File: src/hdl/pwhc_pkg.sv
// package for the pilot wire heater controller
// holds sizes, mode and request codes, shared structs and the phase length function
// no dependencies
package pwhc_pkg;

	localparam int HEATER_COUNT = 4;
	localparam int MS_W = 19;
	localparam int MS_IN_SEC = 1000;
	localparam int BITS_W = 4;

	typedef logic [2:0] mode_t;
	typedef logic [1:0] req_t;
	typedef logic [1:0] cfg_idx_t;
	typedef logic [MS_W-1:0] ms_t;

	// heater modes
	localparam mode_t MODE_COMFORT = 3'd0;
	localparam mode_t MODE_MIN1    = 3'd1;
	localparam mode_t MODE_MIN2    = 3'd2;
	localparam mode_t MODE_ECO     = 3'd3;
	localparam mode_t MODE_FROST   = 3'd4;
	localparam mode_t MODE_OFF     = 3'd5;

	// request types
	localparam req_t REQ_SET  = 2'd0;
	localparam req_t REQ_TICK = 2'd1;
	localparam req_t REQ_READ = 2'd2;

	// configuration register indexes
	localparam cfg_idx_t CFG_MIN1_ACTIVE = 2'd0;
	localparam cfg_idx_t CFG_MIN2_ACTIVE = 2'd1;
	localparam cfg_idx_t CFG_PERIOD      = 2'd2;

	// configuration reset values
	localparam ms_t MIN1_RESET   = MS_W'(3 * MS_IN_SEC);
	localparam ms_t MIN2_RESET   = MS_W'(7 * MS_IN_SEC);
	localparam ms_t PERIOD_RESET = MS_W'(300 * MS_IN_SEC);

	typedef struct packed {
		ms_t min1_active;
		ms_t min2_active;
		ms_t period;
	} cfg_t;

	// per heater command for one processed transaction
	typedef struct packed {
		logic  set_hit;
		logic  tick;
		mode_t mode;
	} heater_cmd_t;

	// length of the phase being entered in a timed mode
	function automatic ms_t phase_len(input mode_t m, input logic active, input cfg_t cfg);
		ms_t act;
		act = (m == MODE_MIN1) ? cfg.min1_active : cfg.min2_active;
		if (active)
			return act;
		return (cfg.period > act) ? ms_t'(cfg.period - act) : '0;
	endfunction

endpackage

File: src/hdl/pwhc_heater.sv
// state of one heater: mode, phase, countdown and the two output drives
// depends on pwhc_pkg
module pwhc_heater (
	input  logic                clk,
	input  logic                arst_n,
	input  logic                step,
	input  pwhc_pkg::heater_cmd_t cmd,
	input  pwhc_pkg::cfg_t      cfg,
	output pwhc_pkg::mode_t     mode_cur,
	output logic                pos_next,
	output logic                neg_next
);
	import pwhc_pkg::*;

	mode_t mode_q, mode_d;
	logic  phase_q, phase_d;
	logic  pend_q, pend_d;
	ms_t   cd_q, cd_d;
	logic  pos_q, pos_d;
	logic  neg_q, neg_d;

	logic  changed;
	logic  timed;
	logic  cur_timed;
	logic  phase_base;

	// next state for a set or a tick
	always_comb begin
		mode_d  = mode_q;
		phase_d = phase_q;
		pend_d  = pend_q;
		cd_d    = cd_q;
		pos_d   = pos_q;
		neg_d   = neg_q;
		changed    = (mode_q != cmd.mode);
		timed      = (cmd.mode == MODE_MIN1) || (cmd.mode == MODE_MIN2);
		cur_timed  = (mode_q == MODE_MIN1) || (mode_q == MODE_MIN2);
		phase_base = changed ? 1'b0 : phase_q;
		if (step && cmd.set_hit) begin
			mode_d = cmd.mode;
			if (!timed) begin
				if (changed)
					pend_d = 1'b0;
			end
			case (cmd.mode)
				MODE_COMFORT: begin pos_d = 1'b0; neg_d = 1'b0; end
				MODE_ECO:     begin pos_d = 1'b1; neg_d = 1'b1; end
				MODE_FROST:   begin pos_d = 1'b0; neg_d = 1'b1; end
				MODE_OFF:     begin pos_d = 1'b1; neg_d = 1'b0; end
				default: begin
					phase_d = phase_base;
					if (!pend_q) begin
						// fire straight into the next phase
						phase_d = !phase_base;
						pos_d   = !phase_base;
						neg_d   = !phase_base;
						cd_d    = phase_len(cmd.mode, !phase_base, cfg);
						pend_d  = 1'b1;
					end
				end
			endcase
		end else if (step && cmd.tick && pend_q) begin
			if (cd_q <= ms_t'(1)) begin
				if (!cur_timed) begin
					pend_d = 1'b0;
				end else begin
					phase_d = !phase_q;
					pos_d   = !phase_q;
					neg_d   = !phase_q;
					cd_d    = phase_len(mode_q, !phase_q, cfg);
					pend_d  = 1'b1;
				end
			end else begin
				cd_d = ms_t'(cd_q - ms_t'(1));
			end
		end
	end

	// state registers
	always_ff @(posedge clk or negedge arst_n) begin
		if (!arst_n) begin
			mode_q  <= MODE_OFF;
			phase_q <= 1'b0;
			pend_q  <= 1'b0;
			cd_q    <= '0;
			pos_q   <= 1'b1;
			neg_q   <= 1'b0;
		end else begin
			mode_q  <= mode_d;
			phase_q <= phase_d;
			pend_q  <= pend_d;
			cd_q    <= cd_d;
			pos_q   <= pos_d;
			neg_q   <= neg_d;
		end
	end

	assign mode_cur = mode_q;
	assign pos_next = pos_d;
	assign neg_next = neg_d;

endmodule

File: src/hdl/pilot_wire_heater_controller_core.sv
// Pilot wire heater controller, six modes over two open-collector phases.
//
// Input channel (in_valid/in_ready) carries one request per transaction:
// set mode, one millisecond tick, or read mode, with heater select and mode.
// Output channel (out_valid/out_ready) returns one result per request:
// status, the positive and negative drive bits after the request, and the
// mode read back.
// The request is captured in an input register when accepted and processed
// from there; its result is loaded into the result register, with out_valid
// high, when the input register advances.
// Throughput is one transaction per cycle while the receiver does not stall;
// every heater countdown updates in parallel on a tick, so no request waits on a sequence.
// When the receiver stalls, the result register holds and the input
// register keeps one further request; in_ready falls only when both are full.
// Reset puts every heater in off mode (positive drive on), clears timers and
// loads the configuration defaults: 3000, 7000 and 300000 ms.
// Configuration writes (cfg_we, cfg_index, cfg_data) take effect at once and
// are expected only while no transaction is in flight.
// depends on pwhc_pkg and pwhc_heater
module pilot_wire_heater_controller_core (
	input  logic                 clk,
	input  logic                 arst_n,
	input  logic                 cfg_we,
	input  pwhc_pkg::cfg_idx_t   cfg_index,
	input  pwhc_pkg::ms_t        cfg_data,
	input  logic                 in_valid,
	output logic                 in_ready,
	input  pwhc_pkg::req_t       req_type,
	input  logic [2:0]           heater_sel,
	input  pwhc_pkg::mode_t      mode,
	output logic                 out_valid,
	input  logic                 out_ready,
	output logic                 status,
	output logic [3:0]           pos_active_bits,
	output logic [3:0]           neg_active_bits,
	output pwhc_pkg::mode_t      mode_read
);
	import pwhc_pkg::*;

	cfg_t        cfg_q;
	logic        valid_s1;
	req_t        req_s1;
	logic [2:0]  idx_s1;
	mode_t       mode_s1;
	logic        out_valid_q;
	logic        status_q;
	logic [BITS_W-1:0] pos_q, neg_q;
	mode_t       mread_q;

	logic        advance;
	logic        idx_ok;
	logic        mode_ok;
	logic        status_d;
	mode_t       mread_d;
	mode_t       sel_mode;
	logic [BITS_W-1:0] pos_d, neg_d;

	mode_t       hmode [HEATER_COUNT];
	logic        hpos  [HEATER_COUNT];
	logic        hneg  [HEATER_COUNT];

	// configuration registers
	always_ff @(posedge clk or negedge arst_n) begin
		if (!arst_n) begin
			cfg_q.min1_active <= MIN1_RESET;
			cfg_q.min2_active <= MIN2_RESET;
			cfg_q.period      <= PERIOD_RESET;
		end else if (cfg_we) begin
			case (cfg_index)
				CFG_MIN1_ACTIVE: cfg_q.min1_active <= cfg_data;
				CFG_MIN2_ACTIVE: cfg_q.min2_active <= cfg_data;
				CFG_PERIOD:      cfg_q.period      <= cfg_data;
				default: ;
			endcase
		end
	end

	// handshake
	assign advance  = valid_s1 && (!out_valid_q || out_ready);
	assign in_ready = !valid_s1 || advance;

	// input register
	always_ff @(posedge clk or negedge arst_n) begin
		if (!arst_n) begin
			valid_s1 <= 1'b0;
		end else if (in_ready) begin
			valid_s1 <= in_valid;
		end
	end

	always_ff @(posedge clk) begin
		if (in_ready && in_valid) begin
			req_s1  <= req_type;
			idx_s1  <= heater_sel;
			mode_s1 <= mode;
		end
	end

	assign idx_ok  = ({1'b0, idx_s1} < 4'(HEATER_COUNT));
	assign mode_ok = (mode_s1 <= MODE_OFF);

	// heaters
	for (genvar h = 0; h < HEATER_COUNT; h++) begin : g_heater
		heater_cmd_t cmd;
		assign cmd.set_hit = (req_s1 == REQ_SET) && idx_ok && mode_ok
			&& (idx_s1 == 3'(h));
		assign cmd.tick = (req_s1 == REQ_TICK);
		assign cmd.mode = mode_s1;
		pwhc_heater u_heater (
			.clk      (clk),
			.arst_n   (arst_n),
			.step     (advance),
			.cmd      (cmd),
			.cfg      (cfg_q),
			.mode_cur (hmode[h]),
			.pos_next (hpos[h]),
			.neg_next (hneg[h])
		);
	end

	// drive bits after the request and read back mux
	always_comb begin
		pos_d    = '0;
		neg_d    = '0;
		sel_mode = MODE_OFF;
		for (int h = 0; h < HEATER_COUNT; h++) begin
			pos_d[h] = hpos[h];
			neg_d[h] = hneg[h];
			if (idx_s1 == 3'(h))
				sel_mode = hmode[h];
		end
	end

	// status and mode read
	always_comb begin
		status_d = 1'b0;
		mread_d  = MODE_COMFORT;
		case (req_s1)
			REQ_SET:  status_d = !(idx_ok && mode_ok);
			REQ_TICK: status_d = 1'b0;
			REQ_READ: begin
				status_d = !idx_ok;
				mread_d  = idx_ok ? sel_mode : MODE_OFF;
			end
			default:  status_d = 1'b1;
		endcase
	end

	// result register
	always_ff @(posedge clk or negedge arst_n) begin
		if (!arst_n) begin
			out_valid_q <= 1'b0;
		end else if (advance) begin
			out_valid_q <= 1'b1;
		end else if (out_ready) begin
			out_valid_q <= 1'b0;
		end
	end

	always_ff @(posedge clk) begin
		if (advance) begin
			status_q <= status_d;
			pos_q    <= pos_d;
			neg_q    <= neg_d;
			mread_q  <= mread_d;
		end
	end

	assign out_valid       = out_valid_q;
	assign status          = status_q;
	assign pos_active_bits = pos_q;
	assign neg_active_bits = neg_q;
	assign mode_read       = mread_q;

endmodule

File: config.mk
export PLATFORM = sky130hd
export DESIGN_NAME = pilot_wire_heater_controller_core
export DESIGN_NICKNAME = d
export VERILOG_FILES = /design/src/hdl/pwhc_pkg.sv /design/src/hdl/pwhc_heater.sv /design/src/hdl/pilot_wire_heater_controller_core.sv
export SDC_FILE = /design/constraint.sdc
export NUM_CORES = 1
export LEC_CHECK = 0
export ABC_CLOCK_PERIOD_IN_PS = 4220
export BUFFER_PORTS_ARGS = -buffer_cell sky130_fd_sc_hd__buf_2
export CAP_MARGIN = 25
export CELL_PAD_IN_SITES_DETAIL_PLACEMENT = 0
export CELL_PAD_IN_SITES_GLOBAL_PLACEMENT = 2
export CORE_ASPECT_RATIO = 1.1
export CORE_MARGIN = 5
export CORE_UTILIZATION = 36
export DETAILED_ROUTE_END_ITERATION = 8
export PLACE_DENSITY = 0.83
export REMOVE_ABC_BUFFERS = 1
export SKIP_LAST_GASP = 1
export SLEW_MARGIN = 25
export SYNTH_ARGS = -nofsm -noshare
export SYNTH_HDL_FRONTEND = slang
export SYNTH_SLANG_ARGS = --single-unit
export TNS_END_PERCENT = 50
File: constraint.sdc
create_clock -name clk -period 4.22 [get_ports clk]
set_input_delay 0.844 -clock clk [delete_from_list [all_inputs] [get_ports clk]]
set_output_delay 0.844 -clock clk [all_outputs]
set_load 0.005 [all_outputs]
==> results.cfg, run 1 <==
[placed_design]
place_hpwl_um = 68800
routabilityCongestion = 1.02
dp_slack_ns = -0.107
port_buffers = 47

[logic_synthesis]
async_flop_share_pct = 89.1
synth_top_area_cell = dfrtp_1
seq_area_frac_synth_pct = 25.6
synth_top_area_share_pct = 17.5
ys_top_cells_by_area = dfrtp_1 (18%), xnor2_1 (5.2%), mux2i_1 (4.9%)
synth_edf_count = 20
syn_inst = 2286
synthTopCellsByCount = nand2_1 (223), nor2_1 (223), a21oi_1 (172)
synthDistinctLibCells = 107
synth_area_um2 = 18400
syn_area_per_cell_um2 = 8.07
dominantRegCellSynth = dfrtp_1
ys_ff_latch = 183
ys_warn_count = 0

[route]
drt-vias-per-instance = 6.21
dr_total_vias = 19675
drt_iter0_markers = 1926
dr.pass1.iters = 6
routedWlPerCell_um = 27.2
ant_nets = 0
drc = 0
wl_um = 86200

[global_route]
grt.met3_usage_pct = 4.57
met2_usage_pct = 47.9
grt_max_degree = 82
grt_usage_pct = 30.1
overflow = 0
grt_pass1_wl_um = 125000
met1_usage_pct = 39.1
grt_pass1_vias = 18604
antenna_found_initial = 0
busiest_layer = met2

[die]
die_area_um2 = 55900
dieWidth_um = 226
core.rowCount = 87
fp.coreArea_um2 = 51100
dieHeight_um = 247
initial_core_util_pct = 36.1
ioPinCount = 48

[setup_path]
cp_data_arrival_time_ns = 4.56
critPathLaunchType = flop
path_class = reg -> reg
critPathMaxStageDelay_ns = 0.44
cp.buffers_inverters = 5
crit_top_cell = buf_4
cp-startpoint = mode_s1[1]
cp_max_fo = 17
endpoint_kind = flop
crit_slowest_cell = edfxtp_1
critPathTopFamily = compound AO/OA/AOI/OAI gates
crit_chain = nor3b_4 > buf_12 > mux2i_1 > buf_4 > ha_1 > a21o_1 > a21oi_1 > nand2_1 > a311o_1 > a21oi_1 > o31ai_1 > xnor2_1 > buf_4 > buf_4 > nor3_1 > o21ai_0 > buf_4 > a21oi_1
crit_required_ns = 4.65
r2r_start = mode_s1[1]

[sta]
setup_viol = 0
fin_crit_sh_pct = 97.9
rsz0062_at_grt = true
max_freq_mhz = 242
hold_violations = 0
slew_viol_final = 0
setup_ws_ns = 0.0899
finClkSkew_ns = 0.0228
min_period_ns = 4.13
worst_pin_slew_ns = 0.972
maxSlewHeadroom_pct = 35.2

[power]
power_frac_clock_pct = 12.5
ir_drop_mv = 0.272
switching_share_pct = 51.3
cell_internal_pwr_uw = 6520
power_uw = 13400
p_leak_uw = 0.00888
power.share.combinational_pct = 65.0
power.density_nw_per_um2 = 612
seqPwrFrac_pct = 22.5
switchingPower_uw = 6860

[run]
drv_cap = 0

[cells_and_area]
nets = 2592
syn_to_final_growth_pct = 18.6
final_layout_size_suffix_gt1_share_pct = 22.4

[clocking]
clk_latency_ns = 0.51
cts_hold_buffers = 0
cts_buffers = 17
htreeDepth = 4
cts.sinks = 183
ctsRootBufferMaster = clkbuf_16
path_clk_slew_ns = 0.08
cts_buffer_depth = 2
tritoncts = done

[min_path]
hold_path_class = in -> async

[outcome]
outcome = finished clean
## repair_timing
item,CTS,global route
buffers inserted,0,5
gates resized for setup,3,34
pin swaps,0,5
setup endpoints to repair,10,47
gates cloned,0,1
## stage by stage
step	util, %	hold WS [ns]	area [um^2]	setup TNS (ns)	instances
3_5_place_dp	41.2	0.493	21000	-0.325	3128
5_1_grt	42.8	0.462	21900	-0.113	3168
3_3_place_gp	41.2	0.482	21000	-0.552	3128
6_report	42.8	0.403	21900	0	3169
4_1_cts	42.4	0.419	21600	-0.0633	3160
2_1_floorplan	-	0.456	17900	-65.14	2149
## cell usage in the layout (no fill, tap or decap), drive strengths merged, types with 16 or more instances in the layout
| cell | count |
|---|---|
| buf | 319 |
| nand2 | 223 |
| nor2 | 223 |
| o21ai | 178 |
| a21oi | 174 |
| dfrtp | 129 |
| xnor2 | 110 |
| mux2i | 94 |
| nor3 | 74 |
| mux2 | 69 |
| ha | 69 |
| inv | 63 |
| xor2 | 58 |
| nand3 | 53 |
| a21o | 38 |
| o211ai | 38 |
| maj3 | 36 |
| dfstp | 34 |
| o221ai | 30 |
| o22ai | 27 |
| a31oi | 27 |
| nand2b | 23 |
| and3 | 22 |
| a211oi | 21 |
| edfxtp | 20 |
| a221oi | 20 |
| nand4 | 19 |
| and2 | 19 |
| clkbuf | 17 |
| nor4 | 17 |
| o31ai | 16 |
## final timing paths
| check | end | slack, ns | depth (start not counted) |
|---|---|---|---|
| min in group clk | g_heater[3].u_heater.mode_cur[0] | 0.51 | 2 |
| worst min register to register | g_heater[3].u_heater.mode_cur[0] | 0.51 | 2 |
| worst max register to register | g_heater[0].u_heater.cd_q[18] | 0.09 | 18 |
| worst min-delay path | cfg_q[0] | 0.40 | 1 |
| worst max-delay path | g_heater[0].u_heater.cd_q[18] | 0.09 | 18 |
| max in group asynchronous | g_heater[0].u_heater.pos_q | 2.79 | 2 |
## power by group through the flow
stage	Sequential, uW	Combinational, uW	Clock, uW
final	3010	8700	1680
after global routing	3050	9300	1770
after CTS	2980	8400	1710
after detailed placement	3010	8350	0
after global placement	3000	8340	0
after floorplan	2840	5150	0
## kinds of logic (layout without fill, tap and decap cells)
logic type / Yosys count / in the layout / share of synthesized area (%)
simple gates: 750 / 750 / 19.2
compound gates: 718 / 719 / 26.3
buf+inv: 195 / 409 / 4.28
flops: 183 / 183 / 25.6
xor+xnor: 168 / 168 / 8.02
mux: 166 / 166 / 9.74
fa+ha+maj: 106 / 106 / 6.83
other cells: 0 / 1 / 0
## cell type report
class                   count  area, um^2
fillers                  5191       29200
multi-input cells        1909       13200
flip-flops and latches    183        4720
repair buffers            319        2360
well taps                 667         835
clock buffers              17         425
inverters                  58         218
clock inverters            15         155
diodes                      1        2.50
## sequential cells by signal, indices dropped and copies added, names as in the netlist
register,cells
cfg_q,57
out_valid,1
g_heater.u_heater.pos_q,4
mode_read,3
req_s1,2
g_heater.u_heater.pend_q,4
g_heater.u_heater.cd_q,76
neg_active_bits,4
g_heater.u_heater.phase_q,4
idx_s1,3
valid_s1,1
status,1
pos_active_bits,4
mode_s1,3
g_heater.u_heater.neg_q,4
g_heater.u_heater.mode_cur,12
## layer usage
| layer | share of wire [%] | up-vias | wire length (um) |
|---|---|---|---|
| li1 | - | 8927 | - |
| met1 | 41 | 9645 | 35400 |
| met2 | 45 | 914 | 39100 |
| met3 | 7.0 | 189 | 6050 |
| met4 | 6.6 | 0 | 5700 |
| met5 | 0 | - | 0 |
Power figures use the tool's default switching activity.
==> run 2, diff against run 1 <==
--- a/config.mk
+++ b/config.mk
@@ -15,6 +15,7 @@
 export CORE_UTILIZATION = 36
 export DETAILED_ROUTE_END_ITERATION = 8
 export PLACE_DENSITY = 0.83
+export RECOVER_POWER = 100
 export REMOVE_ABC_BUFFERS = 1
 export SKIP_LAST_GASP = 1
 export SLEW_MARGIN = 25
==> results.cfg, run 2 (synthesized netlist as in run 1, its figures left out) <==
[power]
p_leak_uw = 0.00880
power.density_nw_per_um2 = 614
ir_drop_mv = 0.273

[global_route]
grt_max_degree = 82
grt_usage_pct = 30.1
grt_pass1_wl_um = 125000
grt_pass1_vias = 18604
antenna_found_initial = 0
overflow = 0

[sta]
setup_viol = 0
rsz0062_at_grt = true
max_freq_mhz = 241
maxSlewHeadroom_pct = -67.7
fin_crit_sh_pct = 98.3
worst_pin_slew_ns = 2.51
hold_violations = 0
setup_ws_ns = 0.0720
slew_viol_final = 81
min_period_ns = 4.15
worst_hold_slack_ns = 0.505
finalSetupTns_ns = 0
finClkSkew_ns = 0.0237

[setup_path]
reg2reg_to = g_heater[0].u_heater.cd_q[6]
critPathLaunchType = flop
path_class = reg -> reg
critPathTopFamily = simple AND/OR/NAND/NOR gates
rr_worst_depth = 13
crit_chain = or3b_1 > buf_4 > mux2i_2 > ha_1 > and3_1 > and4_1 > nor4b_1 > a41oi_1 > o211ai_2 > buf_4 > o22ai_1 > o21ai_0 > nand3_1
crit_top_cell = buf_4
r2r_start = g_heater[0].u_heater.mode_cur[2]
cp_data_arrival_time_ns = 4.58
regToRegSetupSlack_ns = 0.07
endpoint_kind = flop
crit_slowest_cell = dfstp_2
crit_required_ns = 4.65
critPathMaxStageDelay_ns = 0.63
cp_max_fo = 6
cp.buffers_inverters = 2

[route]
drc = 0
dr.pass1.iters = 6
drt-vias-per-instance = 6.22
drt_iter0_markers = 2048
dr_total_vias = 19702
wl_um = 86200
ant_nets = 0
routedWlPerCell_um = 27.2

[outcome]
violations = capacitance limit, slew limit
outcome = complete, but fails checks

[placed_design]
routabilityCongestion = 1.02
dp_slack_ns = -0.107
port_buffers = 47
place_hpwl_um = 68800

[clocking]
cts_hold_buffers = 0
cts_buffer_depth = 2
tritoncts = done
cts_buffers = 17
ctsRootBufferMaster = clkbuf_16
path_clk_slew_ns = 0.08
cts.sinks = 183
clk_latency_ns = 0.51
htreeDepth = 4

[min_path]
whs_endpoint = g_heater[3].u_heater.mode_cur[0]
holdPathStages = 2
hold_path_class = reg -> reg
min_from = g_heater[3].u_heater.mode_cur[0]

[die]
dieWidth_um = 226
dieHeight_um = 247
core.rowCount = 87
fp.coreArea_um2 = 51100
initial_core_util_pct = 36.1
ioPinCount = 48
die_area_um2 = 55900

[cells_and_area]
final_layout_size_suffix_gt1_share_pct = 21.4
nets = 2592
top_register = g_heater.u_heater.cd_q
layout_common_cells = buf_4 (257), nand2_1 (222), nor2_1 (222)
largest_reg_flops = 76
layout_commonest_cell = buf_4
syn_to_final_growth_pct = 18.1

[run]
drv_cap = 1
-- run 2: what timing repair did --
| action | 4_1_cts | 5_1_grt |
|---|---|---|
| resized for setup | 3 | 34 |
| gates cloned | 0 | 1 |
| hold endpoints to repair | 0 | 0 |
| setup endpoints to repair | 10 | 47 |
| pin swaps | 0 | 5 |
| setup buffers | 0 | 5 |
-- run 2: area by class of cell --
| class | count | area, um^2 |
|---|---|---|
| clock buffer | 17 | 425 |
| fill | 5207 | 29300 |
| sequential | 183 | 4720 |
| inverter | 58 | 218 |
| antenna | 2 | 5.00 |
| tap | 667 | 835 |
| multi-input combinational | 1909 | 13100 |
| timing repair buffer | 319 | 2280 |
| clock inverter | 15 | 155 |
-- run 2: power by group --
| group | switching [uW] | internal, uW |
|---|---|---|
| logic | 5240 | 3430 |
| clock network | 896 | 788 |
| registers | 725 | 2280 |
| total | 6860 | 6500 |
-- run 2: worst max path at each step --
stage / from / end / slack [ns] / cells past startpoint
3_3_place_gp: g_heater[2].u_heater.mode_cur[0] / g_heater[2].u_heater.cd_q[10] / -0.14 / 14
3_5_place_dp: g_heater[2].u_heater.mode_cur[0] / g_heater[2].u_heater.cd_q[8] / -0.11 / 14
2_1_floorplan: g_heater[2].u_heater.mode_cur[0] / g_heater[2].u_heater.cd_q[14] / -2.18 / 14
4_1_cts: g_heater[2].u_heater.mode_cur[0] / g_heater[2].u_heater.cd_q[6] / -0.03 / 13
6_report: g_heater[0].u_heater.mode_cur[2] / g_heater[0].u_heater.cd_q[6] / 0.07 / 13
5_1_grt: g_heater[3].u_heater.mode_cur[0] / g_heater[3].u_heater.cd_q[3] / -0.06 / 15
-- run 2: metal layers --
| metal | wire length (um) | global-route usage (%) | vias to the layer above |
|---|---|---|---|
| met5 | 0 | 0 | - |
| met4 | 5660 | 16.8 | 0 |
| met3 | 6090 | 4.57 | 189 |
| met2 | 39200 | 47.9 | 886 |
| met1 | 35300 | 39.1 | 9690 |
| li1 | - | - | 8937 |
-- run 2: per-stage QoR --
stage,util (%),total power (uW),instance area (um^2),instances
after global routing,42.6,14100,21800,3168
after detailed placement,41.2,11400,21000,3128
after global placement,41.2,11300,21000,3128
final,42.7,13400,21800,3170
after CTS,42.4,13100,21600,3160
after floorplan,-,7990,17900,2149
-- run 2: worst min-delay path: cells and delay by family, from the launching register on --
kind             cells  cell delay, ns
flip-flops           1            0.40
AND/OR/NAND/NOR      2            0.11
